`src/rtl/core/ascii_number_parser_macros.svh`:
```
// ----------------------------------------------------------------------------
// ascii_number_parser_macros.svh
// Assertion macros shared by the number parser RTL.
// ----------------------------------------------------------------------------
`ifndef ASCII_NUMBER_PARSER_MACROS_SVH
`define ASCII_NUMBER_PARSER_MACROS_SVH

// Same-cycle implication, checked outside reset
`define ANP_ASSERT_NOW(label, clk, rstn, ante, cons, msg) \
    label: assert property (@(posedge clk) disable iff (!rstn) (ante) |-> (cons)) \
        else $error(msg);

// Next-cycle implication, checked outside reset
`define ANP_ASSERT_NEXT(label, clk, rstn, ante, cons, msg) \
    label: assert property (@(posedge clk) disable iff (!rstn) (ante) |=> (cons)) \
        else $error(msg);

`endif

```
`src/rtl/core/anp_pkg.sv`:
```
// ----------------------------------------------------------------------------
// anp_pkg
// Types, character codes and helper functions for the number parser.
// ----------------------------------------------------------------------------
`default_nettype none

package anp_pkg;

    localparam int unsigned CHAR_W  = 8;
    localparam int unsigned VALUE_W = 32;
    localparam int unsigned DIGIT_W = 4;
    localparam int unsigned POS_W   = 2;

    localparam logic [CHAR_W-1:0] CHAR_ZERO    = 8'h30;
    localparam logic [CHAR_W-1:0] CHAR_NINE    = 8'h39;
    localparam logic [CHAR_W-1:0] CHAR_UPPER_A = 8'h41;
    localparam logic [CHAR_W-1:0] CHAR_UPPER_F = 8'h46;
    localparam logic [CHAR_W-1:0] CHAR_UPPER_H = 8'h48;
    localparam logic [CHAR_W-1:0] CHAR_UPPER_X = 8'h58;
    localparam logic [CHAR_W-1:0] CHAR_LOWER_A = 8'h61;
    localparam logic [CHAR_W-1:0] CHAR_LOWER_Z = 8'h7A;
    localparam logic [CHAR_W-1:0] CHAR_TILDE   = 8'h7E;
    localparam logic [CHAR_W-1:0] CASE_OFFSET  = 8'h20;
    localparam logic [CHAR_W-1:0] LETTER_GAP   = 8'd7;
    localparam logic [DIGIT_W-1:0] DIGIT_MASK  = 4'hF;

    // Character position within the string, saturating at the last code
    localparam logic [POS_W-1:0] POS_FIRST  = 2'd0;
    localparam logic [POS_W-1:0] POS_SECOND = 2'd1;
    localparam logic [POS_W-1:0] POS_THIRD  = 2'd2;
    localparam logic [POS_W-1:0] POS_REST   = 2'd3;

    typedef struct packed {
        logic [CHAR_W-1:0] char_code;
        logic              is_last;
    } anp_item_t;

    typedef struct packed {
        logic [VALUE_W-1:0] value;
        logic               was_hex;
    } anp_result_t;

    function automatic logic [CHAR_W-1:0] fold_upper(input logic [CHAR_W-1:0] ch);
        logic [CHAR_W-1:0] folded;
        folded = ch;
        if (ch >= CHAR_LOWER_A && ch <= CHAR_LOWER_Z) begin
            folded = ch - CASE_OFFSET;
        end
        return folded;
    endfunction

    function automatic logic [DIGIT_W-1:0] digit_value(input logic [CHAR_W-1:0] ch);
        logic [CHAR_W-1:0] adj;
        adj = ch;
        if (ch > CHAR_NINE) begin
            adj = ch - LETTER_GAP;
        end
        return adj[DIGIT_W-1:0] & DIGIT_MASK;
    endfunction

endpackage

`default_nettype wire

```
`src/rtl/core/anp_core.sv`:
```
// ----------------------------------------------------------------------------
// anp_core
// Decimal and hex accumulators plus prefix flags; forms the result for the
// last character of a string and clears itself afterwards.
// ----------------------------------------------------------------------------
`default_nettype none

module anp_core (
    input  wire logic               aclk,
    input  wire logic               aresetn,
    input  wire logic               step,
    input  wire anp_pkg::anp_item_t item,
    output anp_pkg::anp_result_t    result
);

    logic [anp_pkg::VALUE_W-1:0] dec_sum_reg, dec_sum_next;
    logic [anp_pkg::VALUE_W-1:0] hex_sum_reg, hex_sum_next;
    logic [anp_pkg::POS_W-1:0]   pos_reg, pos_next;
    logic first_zero_reg, first_zero_next;
    logic first_tilde_reg, first_tilde_next;
    logic second_x_reg, second_x_next;
    logic second_zero_reg, second_zero_next;
    logic third_x_reg, third_x_next;

    logic [anp_pkg::CHAR_W-1:0]  ch;
    logic [anp_pkg::DIGIT_W-1:0] digit;
    logic                        is_dec;
    logic                        is_hex;
    logic [anp_pkg::VALUE_W-1:0] dec_acc;
    logic [anp_pkg::VALUE_W-1:0] hex_acc;
    logic                        hex_base;
    logic [anp_pkg::VALUE_W-1:0] chosen;

    always_comb begin
        ch     = anp_pkg::fold_upper(item.char_code);
        digit  = anp_pkg::digit_value(ch);
        is_dec = (ch >= anp_pkg::CHAR_ZERO) && (ch <= anp_pkg::CHAR_NINE);
        is_hex = is_dec || ((ch >= anp_pkg::CHAR_UPPER_A) && (ch <= anp_pkg::CHAR_UPPER_F));

        // x*10 as x*8 + x*2, x*16 as a shift
        dec_acc = is_dec ? ((dec_sum_reg << 3) + (dec_sum_reg << 1)
                            + {{(anp_pkg::VALUE_W-anp_pkg::DIGIT_W){1'b0}}, digit})
                         : dec_sum_reg;
        hex_acc = is_hex ? {hex_sum_reg[anp_pkg::VALUE_W-anp_pkg::DIGIT_W-1:0], digit}
                         : hex_sum_reg;

        first_zero_next  = first_zero_reg;
        first_tilde_next = first_tilde_reg;
        second_x_next    = second_x_reg;
        second_zero_next = second_zero_reg;
        third_x_next     = third_x_reg;
        pos_next         = pos_reg;
        unique case (pos_reg)
            anp_pkg::POS_FIRST: begin
                first_zero_next  = (ch == anp_pkg::CHAR_ZERO);
                first_tilde_next = (ch == anp_pkg::CHAR_TILDE);
                pos_next         = anp_pkg::POS_SECOND;
            end
            anp_pkg::POS_SECOND: begin
                second_x_next    = (ch == anp_pkg::CHAR_UPPER_X);
                second_zero_next = (ch == anp_pkg::CHAR_ZERO);
                pos_next         = anp_pkg::POS_THIRD;
            end
            anp_pkg::POS_THIRD: begin
                third_x_next = (ch == anp_pkg::CHAR_UPPER_X);
                pos_next     = anp_pkg::POS_REST;
            end
            anp_pkg::POS_REST: begin
                pos_next = anp_pkg::POS_REST;
            end
            default: begin
                pos_next = anp_pkg::POS_REST;
            end
        endcase

        hex_base = (ch == anp_pkg::CHAR_UPPER_H)
                || (first_zero_next && second_x_next)
                || (first_tilde_next && second_zero_next && third_x_next);
        chosen = hex_base ? hex_acc : dec_acc;
        result.value   = first_tilde_next ? ~chosen : chosen;
        result.was_hex = hex_base;

        dec_sum_next = dec_acc;
        hex_sum_next = hex_acc;
        // Clear everything once the string's result has been formed
        if (item.is_last) begin
            dec_sum_next     = '0;
            hex_sum_next     = '0;
            pos_next         = anp_pkg::POS_FIRST;
            first_zero_next  = 1'b0;
            first_tilde_next = 1'b0;
            second_x_next    = 1'b0;
            second_zero_next = 1'b0;
            third_x_next     = 1'b0;
        end
    end

    always_ff @(posedge aclk) begin
        if (!aresetn) begin
            dec_sum_reg     <= '0;
            hex_sum_reg     <= '0;
            pos_reg         <= anp_pkg::POS_FIRST;
            first_zero_reg  <= 1'b0;
            first_tilde_reg <= 1'b0;
            second_x_reg    <= 1'b0;
            second_zero_reg <= 1'b0;
            third_x_reg     <= 1'b0;
        end else if (step) begin
            dec_sum_reg     <= dec_sum_next;
            hex_sum_reg     <= hex_sum_next;
            pos_reg         <= pos_next;
            first_zero_reg  <= first_zero_next;
            first_tilde_reg <= first_tilde_next;
            second_x_reg    <= second_x_next;
            second_zero_reg <= second_zero_next;
            third_x_reg     <= third_x_next;
        end
    end

endmodule

`default_nettype wire

```
`src/rtl/core/ascii_number_parser.sv`:
```
// ----------------------------------------------------------------------------
// ascii_number_parser
// Converts a decimal or hex ASCII string, one character per transfer, into a
// 32-bit value; one result per string.
// ----------------------------------------------------------------------------
//  channel | dir | signals                      | content
//  s_      | in  | s_tvalid s_tready s_tdata    | char_code, s_tlast = is_last
//          |     | s_tlast                      |
//  m_      | out | m_tvalid m_tready m_tdata    | value; m_tuser = was_hex
//          |     | m_tuser                      |
//
//  One character per cycle unless a last character is stalled; the result is
//  presented after the last character passes the input and result registers.
//  Reset: aresetn low at a clock edge clears all control state and sums.
//  A stalled result holds only a following last character, and the input
//  waits behind it; other characters keep flowing into the accumulators.
// ----------------------------------------------------------------------------
`default_nettype none

`include "ascii_number_parser_macros.svh"

module ascii_number_parser (
    input  wire logic        aclk,
    input  wire logic        aresetn,
    input  wire logic        s_tvalid,
    output logic             s_tready,
    input  wire logic [7:0]  s_tdata,   // [7:0] char_code
    input  wire logic        s_tlast,   // is_last
    output logic             m_tvalid,
    input  wire logic        m_tready,
    output logic [31:0]      m_tdata,   // [31:0] value
    output logic [0:0]       m_tuser    // [0] was_hex
);

    logic                    in_valid_reg, in_valid_next;
    anp_pkg::anp_item_t      in_item_reg;
    logic                    out_valid_reg, out_valid_next;
    anp_pkg::anp_result_t    out_result_reg;
    anp_pkg::anp_result_t    core_result;

    logic s_accept;
    logic stall;
    logic step;
    logic out_load;

    // Hold a last character while the previous result still waits
    assign stall    = in_valid_reg && in_item_reg.is_last && out_valid_reg && !m_tready;
    assign step     = in_valid_reg && !stall;
    assign out_load = step && in_item_reg.is_last;
    assign s_tready = !in_valid_reg || !stall;
    assign s_accept = s_tvalid && s_tready;

    assign in_valid_next  = s_accept || (in_valid_reg && stall);
    assign out_valid_next = out_load || (out_valid_reg && !m_tready);

    anp_core u_core (
        .aclk    (aclk),
        .aresetn (aresetn),
        .step    (step),
        .item    (in_item_reg),
        .result  (core_result)
    );

    always_ff @(posedge aclk) begin
        if (!aresetn) begin
            in_valid_reg  <= 1'b0;
            out_valid_reg <= 1'b0;
        end else begin
            in_valid_reg  <= in_valid_next;
            out_valid_reg <= out_valid_next;
        end
    end

    always_ff @(posedge aclk) begin
        if (s_accept) begin
            in_item_reg.char_code <= s_tdata;
            in_item_reg.is_last   <= s_tlast;
        end
        if (out_load) begin
            out_result_reg <= core_result;
        end
    end

    assign m_tvalid   = out_valid_reg;
    assign m_tdata    = out_result_reg.value;
    assign m_tuser[0] = out_result_reg.was_hex;

    `ANP_ASSERT_NOW(a_ready_low_needs_result, aclk, aresetn, !s_tready, m_tvalid, "input stalled without a pending result")
    `ANP_ASSERT_NEXT(a_last_gives_result, aclk, aresetn, out_load, m_tvalid, "last character produced no result")
    `ANP_ASSERT_NEXT(a_stall_keeps_item, aclk, aresetn, stall, in_valid_reg && in_item_reg.is_last, "stalled last character was dropped")

endmodule

`default_nettype wire
```
`config.mk`:
```
export PLATFORM = sky130hd
export DESIGN_NAME = ascii_number_parser
export DESIGN_NICKNAME = d
export VERILOG_FILES = /design/src/rtl/core/anp_pkg.sv /design/src/rtl/core/anp_core.sv /design/src/rtl/core/ascii_number_parser.sv
export VERILOG_INCLUDE_DIRS = /design/src /design/src/rtl/core
export SDC_FILE = /design/constraint.sdc
export NUM_CORES = 1
export LEC_CHECK = 0
export BUFFER_PORTS_ARGS = -buffer_cell sky130_fd_sc_hd__buf_2
export CORE_UTILIZATION = 25
export CTS_CLUSTER_DIAMETER = 50
export DETAILED_ROUTE_END_ITERATION = 16
export GPL_TIMING_DRIVEN = 0
export PLACE_DENSITY_LB_ADDON = 0.08
export SLEW_MARGIN = 20
export SYNTH_ARGS = -nofsm -noshare
export SYNTH_HDL_FRONTEND = slang
export SYNTH_SLANG_ARGS = --single-unit
```
`constraint.sdc`:
```
create_clock -name aclk -period 12.58 [get_ports aclk]
set_input_delay 1.258 -clock aclk [delete_from_list [all_inputs] [get_ports aclk]]
set_output_delay 1.258 -clock aclk [all_outputs]
set_load 0.02 [all_outputs]
```
==> metrics.json, run 1 <==
{
  "drt": {
    "detail_route.first_pass.iterations": 5,
    "routed.top_layer": "met4",
    "route.antenna.remaining_nets": 0,
    "drt-vias-per-instance": 4.968,
    "detail_route.wirelength_um": 26050,
    "wire_per_inst_um": 19.73,
    "route.layer.met1.wl_um": 12710,
    "dr_total_vias": 6558,
    "met3_wirelength_um": 725,
    "drcViolationCount": 0,
    "dr_wl_met2_um": 12410,
    "drtIter0Drc": 370
  },
  "critical_path": {
    "critical_path_required_ps": 12720,
    "reg2reg_from": "in_item_reg[1]$_DFFE_PP_",
    "r2r_cells": 17,
    "cp-end-kind": "flip-flop",
    "r2r_setup_slack_ps": 6500,
    "timing.critical_path.arrival_ps": 6220,
    "r2r_end": "m_tdata[24]$_DFFE_PP_",
    "timing.setup.critical_path_class": "reg -> reg",
    "worstPathMaxFanout": 7,
    "cp-start-kind": "flip-flop"
  },
  "clock_tree": {
    "insertion_delay_ps": 430,
    "clock_tree_from_tritoncts": "done",
    "cts.sink_count": 115,
    "clkSlewWorstSetupHoldPaths_ps": 60,
    "cts_inserted_buffers": 17,
    "ctsRootBufferMaster": "clkbuf_16",
    "hold_buffers": 0,
    "htreeDepth": 4,
    "clockBufferDepth": 2,
    "cts_resized": 0,
    "postCtsSetupRepairBufs": 0
  },
  "floorplanning": {
    "die_h_um": 178.4,
    "io_pins": 48,
    "floorplan.initialDensity_pct": 25.43,
    "coreArea_um2": 30590,
    "fp-row-count": 64,
    "die_area_um2": 31820,
    "die_w_um": 178.4
  },
  "power": {
    "power.clock.fraction_pct": 54.8,
    "switching_share_pct": 22.96,
    "power_frac_comb_pct": 5.3,
    "p_int_w": 0.0007587,
    "seqPwrFrac_pct": 39.9,
    "ir_worst_vdd_uv": 77.12,
    "net-switching-power_w": 0.0002261,
    "power.static_leakage_nw": 3.617,
    "p_per_area_nw_per_um2": 107.2
  },
  "synth": {
    "yosysUniqueCellTypes": 73,
    "synth_largest_type_area_fraction_pct": 18.79,
    "netlist_area_um2": 7777,
    "post_synthesis_register_bit_count": 115,
    "yosys-top-cells-count": "73 x dfxtp_1, 64 x ha_1, 62 x a21oi_1, 62 x nand2_1, 57 x nor2b_1",
    "synth_simple_gate_area_share_pct": 17.89,
    "syn-instance-count": 845,
    "yosysSeqAreaShare_pct": 35.01,
    "synth-async-reset-ratio_pct": 0,
    "most_instantiated_library_cell_after_synthesis": "dfxtp_1",
    "synth_top_area_cell": "dfxtp_1",
    "synth_top_family_by_area": "compound AO/OA/AOI/OAI gates",
    "yosys_warnings": 0,
    "synth-adder-area-share_pct": 10.81,
    "yosys-mux-area-fraction_pct": 5.116,
    "synth-edff-count": 42,
    "nets_in_the_synthesized_netlist": 924,
    "synth_compound_gate_area_share_pct": 21.90,
    "synth_top_cells_by_area": "dfxtp_1 19%, edfxtp_1 16%, ha_1 10%",
    "most_used_flip_flop_cell_after_synthesis": "dfxtp_1",
    "syn_area_cell_um2": 9.204,
    "synth_xor_xnor_area_share_pct": 5.856
  },
  "sta": {
    "finClkSkew_ps": 13.17,
    "setup_repair_after_global_routing_missed_its_margin": "no",
    "timing.setup.tns_ps": 0,
    "finalHoldViolations": 0,
    "whs_ps": 510.5,
    "worst_slew_margin_rel_pct": 20.72,
    "fmaxAchievable_mhz": 164.5,
    "finalCriticalPeriod_ps": 6077,
    "max_slew.worst_pin.slew_ps": 1174,
    "slew_viol_final": 0,
    "finalSetupViolations": 0,
    "timing.final.crit_share_pct": 48.31
  },
  "global_route": {
    "grt_overflow_total": 0,
    "number_of_antenna_violations_at_the_first_check_in_global_routing": 0,
    "globalRouteTotalUtil_pct": 16.91,
    "grt_max_degree": 19,
    "grt_pass1_wl_um": 39940,
    "first_global_vias": 6516
  },
  "outcome": {
    "run_status": "finished clean"
  },
  "min_path": {
    "worst_hold_endpoint": "u_core.second_x_reg$_SDFFE_PN0P_",
    "holdCritStartpoint": "u_core.second_x_reg$_SDFFE_PN0P_",
    "hold_path_class": "reg -> reg",
    "hold_path_depth": 2
  },
  "finish": {
    "layout-area-overhead-vs-synth_pct": 18.16,
    "register_area_um2": 2723,
    "filler_cells": 3272,
    "layoutNonFillerInstCount": 1320,
    "multi_input_area_um2": 4788,
    "layout.nets": 990,
    "fin_area_um2": 9190,
    "antenna_cells_inserted": 0,
    "drive_gt1_share_pct": 13.10
  },
  "placed_design": {
    "post_dp_cell_area_um2": 8531,
    "placed_insts": 1288,
    "gp_congestion": 0.7532,
    "hpwl_um": 19990,
    "io_buffer_count": 46
  },
  "run": {
    "drv_cap": 0
  }
}
area by class of cell:
class,instances,share of cell area [%]
clock buffers,22,5.636
plain buffers,52,2.396
multi-input cells,666,52.10
clock inverters,10,1.538
inverters,12,0.5037
repair buffers,47,2.805
flip-flops and latches,115,29.63
well taps,396,5.391
power groups by stage:
stage	Sequential, W	Clock (W)	Combinational, W
after floorplan	0.000403	0	0.0000299
after global placement	0.000401	0	0.0000519
after detailed placement	0.000401	0	0.0000524
after CTS	0.000393	0.000548	0.0000526
after global routing	0.000393	0.000566	0.0000570
final	0.000393	0.000540	0.0000522
cell families after synthesis:
kind of cell,count (synthesis)
buffers and inverters,64
xor gates and xnor gates,52
adders and majority gates,66
and+or+nand+nor,263
AOI/OAI and AO/OA,247
DFF,115
muxes,38
critical path, stage by stage, from the launching register on:
cell and delay [ps]:
edfxtp_1 550, inv_1 170, ha_1 260, or4b_1 200, nor2_1 40, o41ai_1 550, a21boi_0 210, xor2_1 400
fa_1 540, fa_1 510, a211o_1 360, a211oi_2 410, o221ai_2 220, o221ai_1 440, o31ai_1 140, xnor2_1 360
a2111oi_0 170, nand4b_1 240
per-stage QoR:
stage	total power (W)	setup slack (ps)	util [%]
after floorplan	0.0004326	7730	-
after global placement	0.0004527	6375	27.80
after detailed placement	0.0004530	6498	27.89
after CTS	0.0009938	6462	30.04
after global routing	0.001016	6103	30.04
final	0.0009849	6503	30.04
per-layer routing:
metal	up-vias	global-route usage [%]
met5	-	0
li1	3260	-
met4	0	3.284
met2	105	28.10
met1	3177	23.04
met3	16	2.600
cells in the final DEF (no fill, tap or decap), drive strengths merged, types with 6 or more instances in the layout:
cell,n
dfxtp,73
ha,64
buf,64
a21oi,62
nand2,62
nor2b,57
clkbuf,57
a22oi,50
o21ai,44
edfxtp,42
nor2,41
xnor2,39
mux2i,24
and2,21
nand3,18
mux2,14
nor3,14
a211oi,14
xor2,13
a21o,12
inv,11
and3,10
or3,10
a21boi,9
o21a,8
nor3b,6
nand4,6
o31ai,6
clkinv,6
how the worst max path moves through the flow:
stage / startpoint / end / slack (ps) / depth (start not counted)
detailed placement: in_item_reg[1]$_DFFE_PP_ / m_tdata[24]$_DFFE_PP_ / 6500 / 17
global route: in_item_reg[1]$_DFFE_PP_ / m_tdata[24]$_DFFE_PP_ / 6100 / 17
floorplan: in_item_reg[1]$_DFFE_PP_ / m_tdata[20]$_DFFE_PP_ / 7730 / 17
CTS: in_item_reg[1]$_DFFE_PP_ / m_tdata[24]$_DFFE_PP_ / 6460 / 17
global placement: in_item_reg[1]$_DFFE_PP_ / m_tdata[24]$_DFFE_PP_ / 6380 / 17
finish: in_item_reg[1]$_DFFE_PP_ / m_tdata[24]$_DFFE_PP_ / 6500 / 17
Note: power is estimated with default switching activity, not from simulation.
==> run 2: changes to the inputs <==
==> constraint.sdc (replaced) <==
create_clock -name aclk -period 5.39 [get_ports aclk]
set_input_delay 0.539 -clock aclk [delete_from_list [all_inputs] [get_ports aclk]]
set_output_delay 0.539 -clock aclk [all_outputs]
set_load 0.02 [all_outputs]
==> run 2 against run 1 <==
  * Hold slack got worse by 220 ps
  * Utilization increased by 0.83 points
  * Sequential cell count unchanged
  * Total power increased by 130%
  * Clock skew decreased by 0.58 ps
  * Wire length increased by 0.71%
  * Sequential share of layout area decreased by 0.80 points
  * Non-clock buffer count increased by 15
  * Via count increased by 1.2%
  * Clock power increased by 130%
  * Highest routed layer unchanged
==> metrics.json, run 2 (synthesized netlist as in run 1, its figures left out) <==
{
  "sta": {
    "worst_slew_margin_rel": {"value": 24.17, "unit": "%", "change": "+3.4 points"},
    "slew_viol_final": {"value": 0, "change": "unchanged"},
    "setup_repair_after_global_routing_missed_its_margin": "no",
    "finalCriticalPeriod": {"value": 5158, "unit": "ps", "change": "-919.7 ps"},
    "whs": {"value": 295.1, "unit": "ps", "change": "-215.4 ps"},
    "max_slew.worst_pin.slew": {"value": 1133, "unit": "ps", "change": "-40.57 ps"},
    "layout_setup_ws": {"value": 232.3, "unit": "ps", "change": "-6270 ps"},
    "timing.final.crit_share": {"value": 95.69, "unit": "%", "change": "+47 points"},
    "finalSetupViolations": {"value": 0, "change": "unchanged"},
    "finalHoldViolations": {"value": 0, "change": "unchanged"},
    "finClkSkew": {"value": 12.59, "unit": "ps", "change": "-0.5799 ps"},
    "fmaxAchievable": {"value": 193.9, "unit": "MHz", "change": "+18%"},
    "timing.setup.tns": {"value": 0, "unit": "ps", "change": "unchanged"}
  },
  "finish": {
    "layoutNonFillerInstCount": {"value": 1335, "change": "+1.1%"},
    "postLayoutCoreUtil": {"value": 30.87, "unit": "%", "change": "+0.83 points"},
    "layout-area-overhead-vs-synth_pct": 21.43,
    "filler_cells": {"value": 3258, "change": "-0.43%"},
    "layout.nets": {"value": 1005, "change": "+1.5%"},
    "register_area": {"value": 2723, "unit": "µm²", "change": "unchanged"},
    "drive_gt1_share": {"value": 16.51, "unit": "%", "change": "+3.4 points"},
    "most-common-layout-cells": "73 x dfxtp_1, 62 x nand2_1, 62 x ha_1, 61 x a21oi_1, 57 x nor2b_1",
    "multi_input_area": {"value": 4922, "unit": "µm²", "change": "+2.8%"},
    "antenna_cells_inserted": {"value": 0, "change": "unchanged"},
    "layout_commonest_cell": "dfxtp_1"
  },
  "critical_path": {
    "cp-start-kind": "flip-flop",
    "timing.critical_path.arrival": {"value": 5290, "unit": "ps", "change": "-930 ps"},
    "cpMostUsedCell": "buf_4",
    "cp-end-kind": "flip-flop",
    "cp_cell_sequence": "buf_4 -> buf_4 -> nor3b_2 -> nor3b_1 -> o41ai_2 -> a21boi_1 -> xor2_1 -> buf_4 -> fa_1 -> ha_1 -> a211oi_2 -> o211ai_1 -> a2111oi_4 -> buf_6 -> a211oi_1 -> or3_4 -> a31oi_1 -> a22oi_1 -> xnor2_1",
    "critical_path_required": {"value": 5520, "unit": "ps", "change": "-7200 ps"},
    "worstSetupStartpoint": "in_item_reg[1]$_DFFE_PP_",
    "cp_top_family": "compound AO/OA/AOI/OAI gates",
    "reg2reg_from": "in_item_reg[1]$_DFFE_PP_",
    "timing.setup.critical_path_class": "reg -> reg",
    "cp_slowest_cell": "fa_1",
    "worstPathMaxFanout": {"value": 6, "change": "-1"},
    "crit_buf_inv": {"value": 4, "change": "+3"},
    "slowest_delay": {"value": 490, "unit": "ps", "change": "-60 ps"}
  },
  "floorplanning": {
    "fp-row-count": {"value": 64, "change": "unchanged"},
    "io_pins": {"value": 48, "change": "unchanged"},
    "die_area": {"value": 31820, "unit": "µm²", "change": "unchanged"},
    "die_h": {"value": 178.4, "unit": "µm", "change": "unchanged"},
    "coreArea": {"value": 30590, "unit": "µm²", "change": "unchanged"},
    "floorplan.initialDensity": {"value": 25.43, "unit": "%", "change": "unchanged"},
    "die_w": {"value": 178.4, "unit": "µm", "change": "unchanged"}
  },
  "placed_design": {
    "hpwl": {"value": 19990, "unit": "µm", "change": "unchanged"},
    "placed_insts": {"value": 1288, "change": "unchanged"},
    "post-place-ws": {"value": -692.0, "unit": "ps", "change": "-7190 ps"},
    "gp_congestion": {"value": 0.7532, "change": "unchanged"},
    "io_buffer_count": {"value": 46, "change": "unchanged"}
  },
  "global_route": {
    "grt_max_degree": {"value": 19, "change": "unchanged"},
    "grt_overflow_total": {"value": 0, "change": "unchanged"},
    "first_global_vias": {"value": 6628, "change": "+1.7%"},
    "number_of_antenna_violations_at_the_first_check_in_global_routing": {"value": 0, "change": "unchanged"},
    "grt_pass1_wl": {"value": 40390, "unit": "µm", "change": "+1.1%"},
    "globalRouteTotalUtil": {"value": 17.09, "unit": "%", "change": "+0.18 points"}
  },
  "power": {
    "p_per_area": {"value": 244.5, "unit": "nW/µm²", "change": "+130%"},
    "power.static_leakage": {"value": 3.708, "unit": "nW", "change": "+2.5%"},
    "ir_worst_vdd": {"value": 177.9, "unit": "µV", "change": "+130%"}
  },
  "drt": {
    "detail_route.wirelength": {"value": 26240, "unit": "µm", "change": "+0.71%"},
    "detail_route.first_pass.iterations": {"value": 5, "change": "unchanged"},
    "route.antenna.remaining_nets": {"value": 0, "change": "unchanged"},
    "wire_per_inst": {"value": 19.65, "unit": "µm", "change": "-0.42%"},
    "drt-vias-per-instance": {"value": 4.972, "change": "about the same"},
    "drcViolationCount": {"value": 0, "change": "unchanged"},
    "dr_total_vias": {"value": 6638, "change": "+1.2%"},
    "drtIter0Drc": {"value": 383, "change": "+3.5%"}
  },
  "clock_tree": {
    "clkSlewWorstSetupHoldPaths": {"value": 60, "unit": "ps", "change": "about the same"},
    "ctsRootBufferMaster": "clkbuf_16",
    "insertion_delay": {"value": 420, "unit": "ps", "change": "about the same"},
    "cts_inserted_buffers": {"value": 17, "change": "unchanged"},
    "cts.sink_count": {"value": 115, "change": "unchanged"},
    "clock_tree_from_tritoncts": "done",
    "htreeDepth": {"value": 4, "change": "unchanged"},
    "clockBufferDepth": {"value": 2, "change": "unchanged"}
  },
  "run": {
    "drv_cap": {"value": 0, "change": "unchanged"}
  },
  "min_path": {
    "holdCritStartpoint": "s_tdata[5]",
    "hold_path_class": "in -> reg"
  },
  "outcome": {
    "run_status": "finished clean"
  }
}
==> run 2: final cells by class <==
| cell class | count | area share, % |
|---|---|---|
| Clock buffer | 22 | 5.485 |
| Multi-Input combinational cell | 666 | 52.12 |
| Clock inverter | 10 | 1.497 |
| Sequential cell | 115 | 28.83 |
| Buffer | 52 | 2.332 |
| Timing Repair Buffer | 62 | 4.001 |
| Inverter | 12 | 0.4902 |
| Tap cell | 396 | 5.246 |
==> run 2: per-layer routing <==
metal	global-route usage, %	up-vias	part of all wire, %	routed length [µm]
met5	0	-	0	0
met4	3.602	0	0.93	245
met3	2.664	16	2.9	760
met2	28.33	105	48	12580
met1	23.22	3222	48	12650
li1	-	3295	-	-
==> run 2: through the flow <==
| stage | total power [W] | area, µm² |
|---|---|---|
| final | 0.002309 | 9444 |
| after global routing | 0.002388 | 9444 |
| after detailed placement | 0.001057 | 8531 |
| after CTS | 0.002329 | 9336 |
| after global placement | 0.001057 | 8503 |
| after floorplan | 0.001010 | 7777 |
==> run 2: worst paths after layout <==
check	end	slack [ps]	depth (start not counted)
worst min register to register	u_core.second_x_reg$_SDFFE_PN0P_	510	2
worst max register to register	m_tdata[25]$_DFFE_PP_	230	19
worst max-delay path	m_tdata[25]$_DFFE_PP_	230	19
worst min-delay path	in_item_reg[6]$_DFFE_PP_	300	1
==> run 2: report_power, final <==
part | switching (W) | internal (W) | leakage, nW
Sequential | 0.00000658 | 0.000909 | 1.00
Combinational | 0.0000881 | 0.0000491 | 2.39
Clock | 0.000433 | 0.000823 | 0.318
==> run 2: timing repair <==
| action | in CTS | in global routing |
|---|---|---|
| buffers inserted | 10 | 5 |
| endpoints found under the setup margin | 37 | 20 |
| gates resized for setup | 14 | 19 |
| hold buffers | 0 | 0 |
| pin swaps | 6 | 10 |
